==> src/rtl/fba_ram.sv <==
// generic single write port, single read port ram with registered read
module fba_ram #(
  parameter int WIDTH = 32,
  parameter int DEPTH = 128
) (
  input  logic                                   clk,
  input  logic                                   we,
  input  logic [(DEPTH > 1 ? $clog2(DEPTH) : 1)-1:0] waddr,
  input  logic [WIDTH-1:0]                       wdata,
  input  logic                                   re,
  input  logic [(DEPTH > 1 ? $clog2(DEPTH) : 1)-1:0] raddr,
  output logic [WIDTH-1:0]                       rdata
);

  logic [WIDTH-1:0] mem [DEPTH];

  always_ff @(posedge clk) begin
    if (we) begin
      mem[waddr] <= wdata;
    end
    if (re) begin
      rdata <= mem[raddr];
    end
  end

endmodule

==> config.mk <==
export PLATFORM = sky130hd
export DESIGN_NAME = fba_ram
export DESIGN_NICKNAME = d
export VERILOG_FILES = /design/src/rtl/fba_ram.sv
export SDC_FILE = /design/constraint.sdc
export NUM_CORES = 2
export LEC_CHECK = 0
export ABC_AREA = 1
export BUFFER_PORTS_ARGS = -buffer_cell sky130_fd_sc_hd__buf_2
export CORE_MARGIN = 2
export CORE_UTILIZATION = 35
export DETAILED_ROUTE_END_ITERATION = 8
export PLACE_DENSITY_LB_ADDON = 0.12
export RECOVER_POWER = 100
export SYNTH_ARGS = -nofsm -noshare
export SYNTH_HDL_FRONTEND = slang
export SYNTH_SLANG_ARGS = --single-unit
==> constraint.sdc <==
create_clock -name clk -period 4.3 [get_ports clk]
set_input_delay 0.645 -clock clk [delete_from_list [all_inputs] [get_ports clk]]
set_output_delay 0.645 -clock clk [all_outputs]
set_load 0.01 [all_outputs]
==> impl_metrics.tcl <==
set metrics [dict create \
    die_h_um 691 \
    die_area_sq_um 477000 \
    synth_top_area_share_pct 75.1 \
    yosys_most_used_dff "edfxtp_1" \
    fin_crit_ps 3870 \
    slew_violations 3550 \
    status "complete, but fails checks" \
    grt_usage_pct 23.5 \
    synth_area_leader_cell "edfxtp_1" \
    clk-insertion-delay-late_ps 1040 \
    slew_headroom_pct -178 \
    crit_required_ps 4930 \
    gp_congestion 0.814 \
    yosysMostFrequentCell "nand2_1" \
    wl_per_cell_um 28.5 \
    ys_ff_latch 4128 \
    ys_seq_area_share_pct 75.1 \
    die_w_um 691 \
    slowest_delay_ps 2530 \
    cts_tree "built" \
    violations "max-capacitance violations, max-slew violations" \
    hold_violations 0 \
    grt_pass1_vias 105000 \
    rsz0062_at_grt "no" \
    first_pass_iters 6 \
    tightest_slew_ps 4170 \
    drtIter0Drc 13000 \
    ir_drop_uv 373 \
    synth_commonest_cells "4151 x nand2_1, 4128 x edfxtp_1, 4035 x nand3_1" \
    power_density_nw_per_um2 466 \
    wl_um 576000 \
    clock-sinks 4128 \
    cts_root_buf "clkbuf_16" \
    grt_pass1_wl_um 811000 \
    hold_ws_ps 142 \
    synth_edf_count 4128 \
    fillers 44000 \
    synthToLayoutAreaGrowth_pct 14.6 \
    yosys_warnings 0 \
    finalCritPeriodShare_pct 90.0 \
    antenna_found_initial 56 \
    synthTopCellsByArea "edfxtp_1 75%, nand3_1 12%, nand2_1 9.4%" \
    layout.nets 13600 \
    crit_path_start_kind "primary input" \
    path_cells "clkbuf_1, clkbuf_2" \
    p_leak_uw 0.0649 \
    layout-drive-gt1-share_pct 8.98 \
    arrival_ps 4500 \
    clock_path_buffers 4 \
    crit_family "buffers and inverters" \
    crit_slowest_cell "clkbuf_1" \
    final_antenna_net_count 0 \
    cts_made_buffers 448 \
    cp.buffers_inverters 2 \
    yosysUniqueCellTypes 14 \
    hpwl_um 328000 \
    hold_path.class "primary input to flip-flop" \
    grt_max_degree 130 \
    grt_overflow 0 \
    vias_per_cell 5.40 \
    finalClockSkew_ps 76.1 \
    setup_tns_ps 0 \
    port_buffers 80 \
    core.rowCount 252 \
    crit_fanout 21 \
    cts_max_level 5 \
    finalSetupViolations 0 \
    vias 109000 \
    drv_cap 81 \
    syn-num-nets 13400 \
    initial_utilization_pct 35.1 \
    cts_setup_buffers 0 \
    postSynthCellCount 13400 \
    route.detailed.drc 0 \
    worst_setup_path_end_kind "flip-flop" \
    synthArstFlopShare_pct 0 \
    core_area_sq_um 470000 \
    worstSetupPathType "primary input to flip-flop" \
    fmax_mhz 258 \
    netlist_area_sq_um 165000 \
    postSynthAreaPerCell_sq_um 12.3 \
    io_pins 81 \
    clk_pin_slew_ps 60 \
]
==> cells by family after synthesis <==
kind of cell	synth area share, %
and+or+nand+nor	22.0
buffers and inverters	2.84
DFF	75.1
==> state kept, by name (all words and copies together) (netlist names) <==
name	flops
rdata	32
mem	4096
==> worst paths after layout <==
check / from / to / slack, ps / depth (start not counted)
min reg2reg: mem[74][6] / rdata[6] / 960 / 8
max: re / rdata[13] / 430 / 2
min: wdata[19] / mem[58][19] / 140 / 1
max reg2reg: mem[41][6] / rdata[6] / 1610 / 8
==> cells in the final DEF (no fill, tap or decap), drive strengths merged <==
cell type,count
nand2,4151
edfxtp,4128
nand3,4035
clkbuf,798
buf,425
clkinv,196
nor2,134
bufinv,38
inv,37
diode,25
clkinvlp,10
nor3,8
dlygate4sd2,2
dlymetal6s4s,2
dlygate4sd3,1
==> per-layer routing <==
| metal | global-route usage, % | wire length [um] | vias to the layer above |
|---|---|---|---|
| met5 | 0 | 99 | - |
| met4 | 6.29 | 17200 | 16 |
| met3 | 3.14 | 41800 | 753 |
| met2 | 37.7 | 266000 | 4187 |
| met1 | 33.7 | 251000 | 55700 |
| li1 | - | - | 48500 |
==> through the flow <==
step | instances | utilization, % | area [sq um] | setup WS, ps | total power (uW)
finish | 20200 | 40.2 | 189000 | 428 | 88000
CTS | 20200 | 40.5 | 190000 | 1090 | 88800
floorplan | 13400 | - | 165000 | 1260 | 48000
global route | 20200 | 40.2 | 189000 | 502 | 90700
detailed placement | 19400 | 37.5 | 176000 | -10.0 | 51300
global placement | 19400 | 37.5 | 176000 | -90.4 | 51300
==> where the power goes <==
group | switching (uW) | internal (uW) | total [uW]
combinational | 4410 | 1330 | 5740
sequential | 135 | 44600 | 44700
clock | 16100 | 21500 | 37600
total | 20600 | 67400 | 88000
==> area by class of cell <==
cell class              instances  area [sq um]  share of cell area [%]
flip-flops and latches       4128        124000                    65.6
multi-input cells            8328         37100                    19.6
clock buffers                 559         11800                    6.22
clock inverters               257          2350                    1.24
repair buffers                669          5900                    3.12
well taps                    6223          7790                    4.12
inverters                      24           145                  0.0768
diodes                         25          62.6                  0.0331
==> what timing repair did <==
item | CTS | global route
gates resized for setup | 0 | 0
endpoints found under the hold margin | 10 | 0
hold buffers | 1 | 0
Note: power is estimated with default switching activity, not from simulation.
