**src/rtl/fba_pkg.sv**
```systemverilog
// shared constants and codes for the frame bitmap allocator
package fba_pkg;

  localparam int FRAME_W    = 13;
  localparam int ADDR_BITS  = 32;
  localparam int CMD_W      = 2;
  localparam int STATUS_W   = 2;

  localparam int DEF_MAX_FRAMES    = 4096;
  localparam int DEF_PAGE_SHIFT    = 12;
  localparam int DEF_MAP_WORD_BITS = 32;

  localparam logic [FRAME_W-1:0] COUNT_RESET = FRAME_W'(4096);

  localparam logic [CMD_W-1:0] CMD_ALLOC   = 2'd0;
  localparam logic [CMD_W-1:0] CMD_FREE    = 2'd1;
  localparam logic [CMD_W-1:0] CMD_RESERVE = 2'd2;
  localparam logic [CMD_W-1:0] CMD_TEST    = 2'd3;

  localparam logic [STATUS_W-1:0] ST_OK    = 2'd0;
  localparam logic [STATUS_W-1:0] ST_OOM   = 2'd1;
  localparam logic [STATUS_W-1:0] ST_RANGE = 2'd2;

endpackage

```
**src/rtl/fba_divider.sv**
```systemverilog
// word and bit split of a frame index by the map word width, reciprocal multiply, registered result
module fba_divider #(
  parameter int DIVISOR = 32
) (
  input  logic                        clk,
  input  logic                        rst,
  input  logic                        start,
  input  logic [fba_pkg::FRAME_W-1:0] dividend,
  output logic                        done,
  output logic [fba_pkg::FRAME_W-1:0] quotient,
  output logic [$clog2(DIVISOR)-1:0]  remainder
);
  import fba_pkg::*;

  localparam int RW = $clog2(DIVISOR);
  localparam int MW = FRAME_W + 1;
  localparam int PW = FRAME_W + MW;
  localparam int SH = FRAME_W + RW;
  // ceiling of 2^SH over the divisor, exact for every FRAME_W-bit dividend
  localparam logic [MW-1:0] RECIP_C =
    MW'(((64'd1 << SH) + 64'(DIVISOR) - 64'd1) / 64'(DIVISOR));
  localparam logic [FRAME_W-1:0] DIV_C = FRAME_W'(DIVISOR);

  logic [PW-1:0]      prod;
  logic [FRAME_W-1:0] quo_c;
  logic [FRAME_W-1:0] rem_c;

  assign prod  = PW'(dividend) * PW'(RECIP_C);
  assign quo_c = FRAME_W'(prod >> SH);
  assign rem_c = dividend - quo_c * DIV_C;

  always_ff @(posedge clk) begin
    if (rst) begin
      done <= 1'b0;
    end else begin
      done <= start;
    end
  end

  always_ff @(posedge clk) begin
    if (start) begin
      quotient  <= quo_c;
      remainder <= rem_c[RW-1:0];
    end
  end

endmodule

```
**config.mk**
```make
export PLATFORM = sky130hd
export DESIGN_NAME = fba_divider
export DESIGN_NICKNAME = d
export VERILOG_FILES = /design/src/rtl/fba_pkg.sv /design/src/rtl/fba_divider.sv
export SDC_FILE = /design/constraint.sdc
export NUM_CORES = 1
export LEC_CHECK = 0
export ABC_AREA = 1
export BUFFER_PORTS_ARGS = -buffer_cell sky130_fd_sc_hd__buf_2
export CAP_MARGIN = 20
export CORE_AREA = 2 2 39 41
export DETAILED_ROUTE_END_ITERATION = 12
export DIE_AREA = 0 0 41 43
export PLACE_DENSITY = 0.73
export SYNTH_ARGS = -nofsm -noshare
export SYNTH_HDL_FRONTEND = slang
export SYNTH_SLANG_ARGS = --single-unit
```
**constraint.sdc**
```tcl
create_clock -name clk -period 0.9 [get_ports clk]
set_clock_uncertainty 0.1 [all_clocks]
set_input_delay 0.135 -clock clk [delete_from_list [all_inputs] [get_ports clk]]
set_output_delay 0.135 -clock clk [all_outputs]
set_load 0.05 [all_outputs]
```
==> out/qor.yml, run 1 <==
outcome: "finished, violations left"
violations: "negative setup slack"
vdd.ir_drop.worst_v: 0.000867
syn2layout_area_growth_pct: 87.0
viasPerCell: 3.89
cp_top_family: "flip-flops"
critical-path-max-stage-delay_ps: 400
multi_input_area_um2: 25.0
power.density_nw_per_um2: 1810
die-area_um2: 1760
crit_required_ps: 660
cts_max_level: 1
coreArea_um2: 1380
postRouteAntennaNets: 0
cp_num_buf_inv: 1
cp.arrival_ps: 840
path_cells: "buf_6"
synth-seq-cells: 14
grtUsageTotal_pct: 12.4
drt_wl_total_um: 954
rsz0062_at_grt: "yes"
first_pass_iters: 1
port_buffers: 29
antenna_found_initial: 0
seqCellArea_um2: 412
grt_pass1_wl_um: 1370
clock_sinks: 14
cts_tree: "yes"
num_rows: 14
cp-start-kind: "flip-flop"
max_freq_mhz: 931
cap_violations: 0
cts_root_buf: "clkbuf_4"
worstHoldPathType: "in -> reg"
drc_errors: 0
synth_cells: 22
setup_ws_ps: -174
hold_viol_final: 0
ios: 35
clk_path_buf_depth: 2
die_h_um: 43
drtIter0Drc: 0
post-route-min-period_ps: 1070
p_leak_uw: 0.000378
initial_utilization_pct: 33.4
die_w_um: 41
wl_per_cell_um: 11.4
drive_above_1_share_pct: 50.0
cts_buffers: 3
period_share_pct: 119
synth_cell_type_count: 6
setup_viol: 14
critPathKind: "reg -> out"
syn-cell-area_um2: 462
place_congestion: 0.622
slowest_stage: "edfxtp_1"
antenna_cells: 0
cp_max_fo: 1
fillers: 108
yosysWarnings: 0
vias: 327
place_inst: 66
ys_seq_area_share_pct: 88.9
clk_pin_slew_worst_paths_ps: 80
grt_overflow: 0
grt_start_max_net_pins: 15
fin_cells: 84
first_global_vias: 344
syn_avg_cell_area_um2: 21.0
cp-end-kind: "output port"
whs_ps: 135
hpwl_um: 670
fin_nets: 85
slew_viol_final: 0
## layout make-up
type                       count  area share (%)
multi-input combinational      6            2.90
sequential                    14            47.7
tap                           16            2.32
timing repair buffer          43            43.6
clock buffer                   4            3.04
inverter                       1           0.435
## cells in the final DEF, fill, tap and decap left out, drive strengths merged
master / netlist / layout
buf: 5 / 29
clkbuf: 0 / 4
conb: 1 / 5
dfxtp: 1 / 1
dlygate4sd3: 0 / 14
edfxtp: 13 / 13
inv: 1 / 1
nor2: 1 / 1
## synthesized netlist by cell type, drive strengths merged
cell / count / area share (%)
buf: 5 / 8.1
conb: 1 / 0.81
dfxtp: 1 / 4.3
edfxtp: 13 / 85
inv: 1 / 0.81
nor2: 1 / 1.4
## per-stage QoR
| step | area (um2) | TNS [ps] | util, % | power (uW) | setup slack, ps |
|---|---|---|---|---|---|
| global placement | 604 | 0 | 43.7 | 1100 | 76.5 |
| detailed placement | 604 | 0 | 43.7 | 1110 | 58.1 |
| floorplan | 477 | 0 | - | 1040 | 64.4 |
| CTS | 863 | -2330 | 62.4 | 1580 | -192 |
| global route | 863 | -2730 | 62.4 | 1640 | -216 |
| finish | 863 | -2120 | 62.4 | 1560 | -174 |
## cells by family (layout without fill, tap and decap cells)
| kind of cell | Yosys count | count (layout) | share of synthesized area [%] |
|---|---|---|---|
| flip-flops | 14 | 14 | 88.9 |
| AND/OR/NAND/NOR | 1 | 1 | 1.36 |
| buffers and inverters | 6 | 48 | 8.94 |
| other | 1 | 5 | 0.812 |
## metal layers
metal	GRT usage (%)	share of wire [%]
met4	8.00	0
met1	11.3	39
met2	21.6	50
met3	3.66	11
met5	0	0
## state kept, by name (all words and copies together) (netlist names)
signal	flops
remainder	5
quotient	8
done	1
## tightest hold or removal path: stages
cell	delay, ps
buf_2	200
inv_1	100
nor2_2	30
## where the power goes
group	leakage (uW)	total (uW)	internal, uW	switching (uW)
Sequential	0.000136	791	767	23.4
Combinational	0.000227	418	155	264
Clock	0.0000150	351	171	179
## worst paths after layout
check / start / endpoint / slack, ps / depth (start not counted)
worst max-delay path: remainder[3]$_DFFE_PP_ / remainder[3] / -170 / 1
worst min-delay path: start / done$_SDFF_PP0_ / 140 / 3
## timing repair
item,in CTS,in global routing
gates resized for setup,30,0
endpoints found under the setup margin,14,14
endpoints found under the hold margin,14,0
setup buffers,0,0
gates cloned,0,0
hold buffers,14,0
Note: power is estimated with default switching activity, not from simulation.
==> run 2, diff against run 1 <==
- ABC_AREA: 1 -> default
==> run 2 against run 1 <==
The run still ends with negative setup slack left. Global-route usage fell by 0.44 points. Wire length up 0.84%. Total power decreased by 0.46%. Critical path depth is the same. Synthesized cell count down 4.5%. Clock power is 3% lower. Die area unchanged. Final cell count fell by 1.2%. Synthesized area grew 0.81%. Sequential share of layout area shrank 0.21 points. Core utilization grew 0.27 points. Worst hold slack better by 27 ps. Critical endpoint is now remainder[0]. Highest routed layer unchanged.
==> out/qor.yml, run 2 <==
post_cts_buffers: 0  # unchanged
top_regs: "quotient (8), remainder (5), done (1)"
cts_max_level: 1  # unchanged
yosys.area.top_type: "edfxtp_1"
largest_register_ffs: 8  # unchanged
vdd.ir_drop.worst_v: 0.00101  # +16%
finish.instance_area_um2: 867  # +0.43%
cap_violations: 0  # unchanged
die_w_um: 41  # unchanged
worstHoldPathType: "in -> reg"
setup_viol: 14  # unchanged
cts_buffers: 3  # unchanged
period_share_pct: 119  # -0.70 points
clk_path_buf_depth: 2  # unchanged
power.density_nw_per_um2: 1790  # -0.89%
die-area_um2: 1760  # unchanged
tns_ps: -2070  # +53.7 ps
fin_cells: 83  # -1.2%
cp.arrival_ps: 830  # about the same
setup_ws_ps: -168  # +6.34 ps
ys_top_cells_by_area: "edfxtp_1, buf_4, dfxtp_1, nor2b_4, conb_1"
ios: 35  # unchanged
grt_pass1_wl_um: 1330  # -2.6%
cp-end-kind: "output port"
final_cell_mix: "buf_2, dlygate4sd3_1, buf_6, edfxtp_1, conb_1"
first_global_vias: 351  # +2.0%
syn_avg_cell_area_um2: 22.2  # +5.6%
viasPerCell: 4.01  # +3.1%
first_pass_iters: 2  # +1
min_to: "done$_SDFF_PP0_"
die_h_um: 43  # unchanged
fillers: 103  # -4.6%
pre_cts_ws_ps: 54.8  # -3.33 ps
grt_start_max_net_pins: 15  # unchanged
place_congestion: 0.599  # -3.7%
drtIter0Drc: 1  # +1
hold_viol_final: 0  # unchanged
min_from: "start"
seqCellArea_um2: 412  # unchanged
grtUsageTotal_pct: 11.9  # -0.44 points
place_inst: 65  # -1.5%
cts_tree: "yes"
cts_root_buf: "clkbuf_4"
ys_seq_area_share_pct: 88.2  # -0.72 points
critical-path-max-stage-delay_ps: 400  # about the same
drt_wl_total_um: 962  # +0.84%
hold_depth: 2  # -1
grt_overflow: 0  # unchanged
cp-start-kind: "flip-flop"
path_cells: "buf_6"
drive_above_1_share_pct: 50.7  # +0.75 points
drc_errors: 0  # unchanged
slew_viol_final: 0  # unchanged
num_rows: 14  # unchanged
post-route-min-period_ps: 1070  # -6.34 ps
synth_common_cells: "edfxtp_1, buf_4, conb_1, dfxtp_1, nor2b_4"
port_buffers: 29  # unchanged
p_leak_uw: 0.000378  # about the same
clk_pin_slew_worst_paths_ps: 70  # about the same
initial_utilization_pct: 33.6  # +0.27 points
cp_num_buf_inv: 1  # unchanged
cp_max_fo: 1  # unchanged
synth.top_cell.area_share_pct: 83.9  # -0.68 points
antenna_found_initial: 0  # unchanged
max_freq_mhz: 937  # +0.59%
crit_required_ps: 660  # about the same
syn2layout_area_growth_pct: 86.3
postRouteAntennaNets: 0  # unchanged
slowest_stage: "edfxtp_1"
violations: "negative setup slack"
critPathKind: "reg -> out"
multi_input_area_um2: 32.5  # +30%
place_area_um2: 608  # +0.62%
clock_sinks: 14  # unchanged
syn-cell-area_um2: 465  # +0.81%
outcome: "finished, violations left"
async_reset_ff_share_pct: 0  # unchanged
vias: 333  # +1.8%
fin_nets: 84  # -1.2%
hpwl_um: 587  # -12%
wl_per_cell_um: 11.6  # +2.1%
synth_cell_type_count: 5  # -1
synth_edf_count: 13  # unchanged
synth.most_common_cell: "edfxtp_1"
layout_commonest_cell: "buf_2"
cp_top_family: "flip-flops"
regMostFlops: "quotient"
antenna_cells: 0  # unchanged
synth-seq-cells: 14  # unchanged
synth_cells: 21  # -4.5%
coreArea_um2: 1380  # unchanged
yosysWarnings: 0  # unchanged
rsz0062_at_grt: "yes"
fin_util_pct: 62.7  # +0.27 points
ys.flop_type: "edfxtp_1"
-- run 2: logic make-up (layout without fill, tap and decap cells) --
group         Yosys count  after routing  synth area share (%)
simple gates            1              1                  2.96
other cells             1              5                 0.806
buf+inv                 5             47                  8.07
flops                  14             14                  88.2
-- run 2: worst max path at each step --
stage	start	end	slack (ps)	depth (start not counted)
6_report	remainder[0]$_DFFE_PP_	remainder[0]	-170	1
3_5_place_dp	start	quotient[6]$_DFFE_PP_	50	1
2_1_floorplan	quotient[0]$_DFFE_PP_	quotient[0]	60	0
4_1_cts	quotient[6]$_DFFE_PP_	quotient[6]	-180	1
5_1_grt	remainder[0]$_DFFE_PP_	remainder[0]	-210	1
3_3_place_gp	start	remainder[1]$_DFFE_PP_	80	1
-- run 2: what timing repair did --
action / CTS / global route
hold endpoints to repair: 14 / 0
hold buffers: 14 / 0
resized for setup: 30 / 0
endpoints found under the setup margin: 14 / 14
-- run 2: power by group --
group | internal [uW] | switching [uW]
Sequential | 767 | 23.7
Clock | 171 | 170
Combinational | 157 | 264
Total | 1100 | 457
-- run 2: stage by stage --
stage,hold slack (ps),total power (uW)
global placement,211,1100
detailed placement,213,1110
CTS,158,1570
finish,162,1550
global route,163,1620
floorplan,99.3,1040
-- run 2: layout make-up --
type                       instances  area share (%)
sequential                        14            47.5
timing repair buffer              43            43.4
multi-input combinational          6            3.75
clock buffer                       4            3.03
tap                               16            2.31
-- run 2: routing by layer --
metal	share of wire, %	GRT usage [%]
met4	0	6.00
met2	48	20.6
met1	40	11.2
met5	0	0
met3	12	4.71
==> run 3, diff against run 2 <==
- CELL_PAD_IN_SITES_DETAIL_PLACEMENT: default -> 1
- CELL_PAD_IN_SITES_GLOBAL_PLACEMENT: default -> 1
- CORE_AREA: 2 2 39 41 -> default
- CORE_MARGIN: default -> 2
- CORE_UTILIZATION: default -> 30
- DIE_AREA: 0 0 41 43 -> default
- PLACE_DENSITY: 0.73 -> 0.8
==> run 3 against run 2 <==
The run still ends with negative setup slack left. Global-route usage rose by 2.5 points. Design area rose by 1.2%. Worst setup slack got worse by 26 ps. Non-clock buffer count did not move. Via count fell by 0.90%. Sequential cell count did not move. Combinational power rose by 1%. Clock-buffer cell count did not move.
==> out/qor.yml, run 3 (same netlist as run 2, synthesis figures left out) <==
outcome: "finished, violations left"
violations: "negative setup slack"
viasPerCell: 3.98  # -0.90%
place_inst: 65  # unchanged
cts_max_level: 1  # unchanged
p_leak_uw: 0.000384  # +1.6%
first_pass_iters: 2  # unchanged
cp_num_buf_inv: 1  # unchanged
slowest_stage: "edfxtp_1"
fin_cells: 83  # unchanged
die_w_um: 43.4  # +5.8%
num_rows: 14  # unchanged
path_cells: "buf_6"
vias: 330  # -0.90%
clk_pin_slew_worst_paths_ps: 90  # +20 ps
grtUsageTotal_pct: 14.5  # +2.5 points
use_met3_pct: 2.50  # -2.2 points
cp.arrival_ps: 860  # +30 ps
period_share_pct: 121  # +2.8 points
initial_utilization_pct: 31.6  # -2.0 points
die_h_um: 43.4  # +0.91%
place_congestion: 0.713  # +19%
top_regs: "quotient (8), remainder (5), done (1)"
hpwl_um: 821  # +40%
fillers: 145  # +41%
p_int_uw: 1170  # +6.8%
cp-start-kind: "flip-flop"
grt_pass1_wl_um: 1800  # +35%
power.density_nw_per_um2: 1900  # +6.2%
startpoint: "quotient[4]$_DFFE_PP_"
clockPowerShare_pct: 27.0  # +5.0 points
drc_errors: 0  # unchanged
cts_tree: "yes"
clk_path_buf_depth: 2  # unchanged
max_freq_mhz: 915  # -2.3%
drive_above_1_share_pct: 52.2  # +1.5 points
wl_per_cell_um: 14.6  # +26%
seqPwrFrac_pct: 47.5  # -3.5 points
antenna_cells: 0  # unchanged
regMostFlops: "quotient"
rsz0062_at_grt: "yes"
setup_viol: 14  # unchanged
slew_viol_final: 0  # unchanged
cp_top_family: "flip-flops"
p_total_uw: 1670  # +7.4%
drtIter0Drc: 1  # unchanged
critPathKind: "reg -> out"
grt_start_max_net_pins: 15  # unchanged
antenna_found_initial: 0  # unchanged
syn2layout_area_growth_pct: 88.4
post-route-min-period_ps: 1090  # +25.6 ps
die-area_um2: 1880  # +6.8%
coreArea_um2: 1470  # +6.3%
first_global_vias: 384  # +9.4%
critical-path-max-stage-delay_ps: 410  # about the same
swShare_pct: 29.8  # +0.37 points
crit_path_end: "quotient[4]"
port_buffers: 29  # unchanged
cap_violations: 0  # unchanged
crit_required_ps: 660  # about the same
cp-end-kind: "output port"
ios: 35  # unchanged
groute.layer.met2.usage_pct: 26.9  # +6.2 points
drt_wl_total_um: 1210  # +26%
layout_commonest_cell: "buf_2"
final_cell_mix: "buf_2, dlygate4sd3_1, buf_6, edfxtp_1, conb_1"
cp_num_cells: 1  # unchanged
pwr-share-comb_pct: 25.5  # -1.6 points
grt_busiest_layer: "met2"
vdd.ir_drop.worst_v: 0.000859  # -15%
hold_viol_final: 0  # unchanged
grt_overflow: 0  # unchanged
grt_use_met1_pct: 15.7  # +4.5 points
fin_nets: 84  # unchanged
cts_buffers: 3  # unchanged
setup_ws_ps: -193  # -25.6 ps
cts_root_buf: "clkbuf_4"
postRouteAntennaNets: 0  # unchanged
power.switching_uw: 497  # +8.7%
clock_sinks: 14  # unchanged
cp_max_fo: 1  # unchanged
worstHoldPathType: "in -> reg"
largest_register_ffs: 8  # unchanged
## run 3: how the worst min path moves through the flow
stage                           start                     to  slack (ps)  depth (start not counted)
after global placement    dividend[9]  quotient[4]$_DFFE_PP_         210                          1
after CTS                       start        done$_SDFF_PP0_         150                          2
after floorplan                   rst        done$_SDFF_PP0_         100                          1
after detailed placement  dividend[9]  quotient[4]$_DFFE_PP_         210                          1
final                           start        done$_SDFF_PP0_         150                          2
after global routing            start        done$_SDFF_PP0_         160                          2
## run 3: through the flow
stage	worst slack (ps)	hold WS [ps]	utilization, %	TNS [ps]	instance area (um2)
final	-193	153	59.6	-2360	877
after floorplan	64.4	99.3	-	0	480
after CTS	-211	149	59.4	-2560	873
after global routing	-226	162	59.6	-2800	877
after global placement	61.5	215	41.3	0	608
after detailed placement	42.4	214	41.3	0	608
## run 3: timing repair
| action | in CTS | in global routing |
|---|---|---|
| gates resized for setup | 29 | 1 |
| setup endpoints to repair | 14 | 14 |
| setup buffers | 0 | 0 |
| hold buffers | 14 | 0 |
| hold endpoints to repair | 14 | 0 |
## run 3: layout make-up
cell class | instances | area (um2) | area share, %
clock buffer | 4 | 36.3 | 4.14
multi-input combinational | 6 | 32.5 | 3.71
tap | 16 | 20.0 | 2.28
sequential | 14 | 412 | 46.9
timing repair buffer | 43 | 377 | 42.9
## run 3: routing by layer
metal,vias up,routed length [um]
met3,0,75
met1,145,490
met4,0,0
met5,-,0
met2,28,641
li1,157,-
## run 3: power groups by stage
| stage | Sequential [uW] | Combinational [uW] | Clock, uW |
|---|---|---|---|
| global placement | 792 | 314 | 0 |
| global route | 796 | 442 | 484 |
| detailed placement | 795 | 320 | 0 |
| finish | 793 | 425 | 449 |
| floorplan | 971 | 66.1 | 0 |
| CTS | 794 | 423 | 461 |
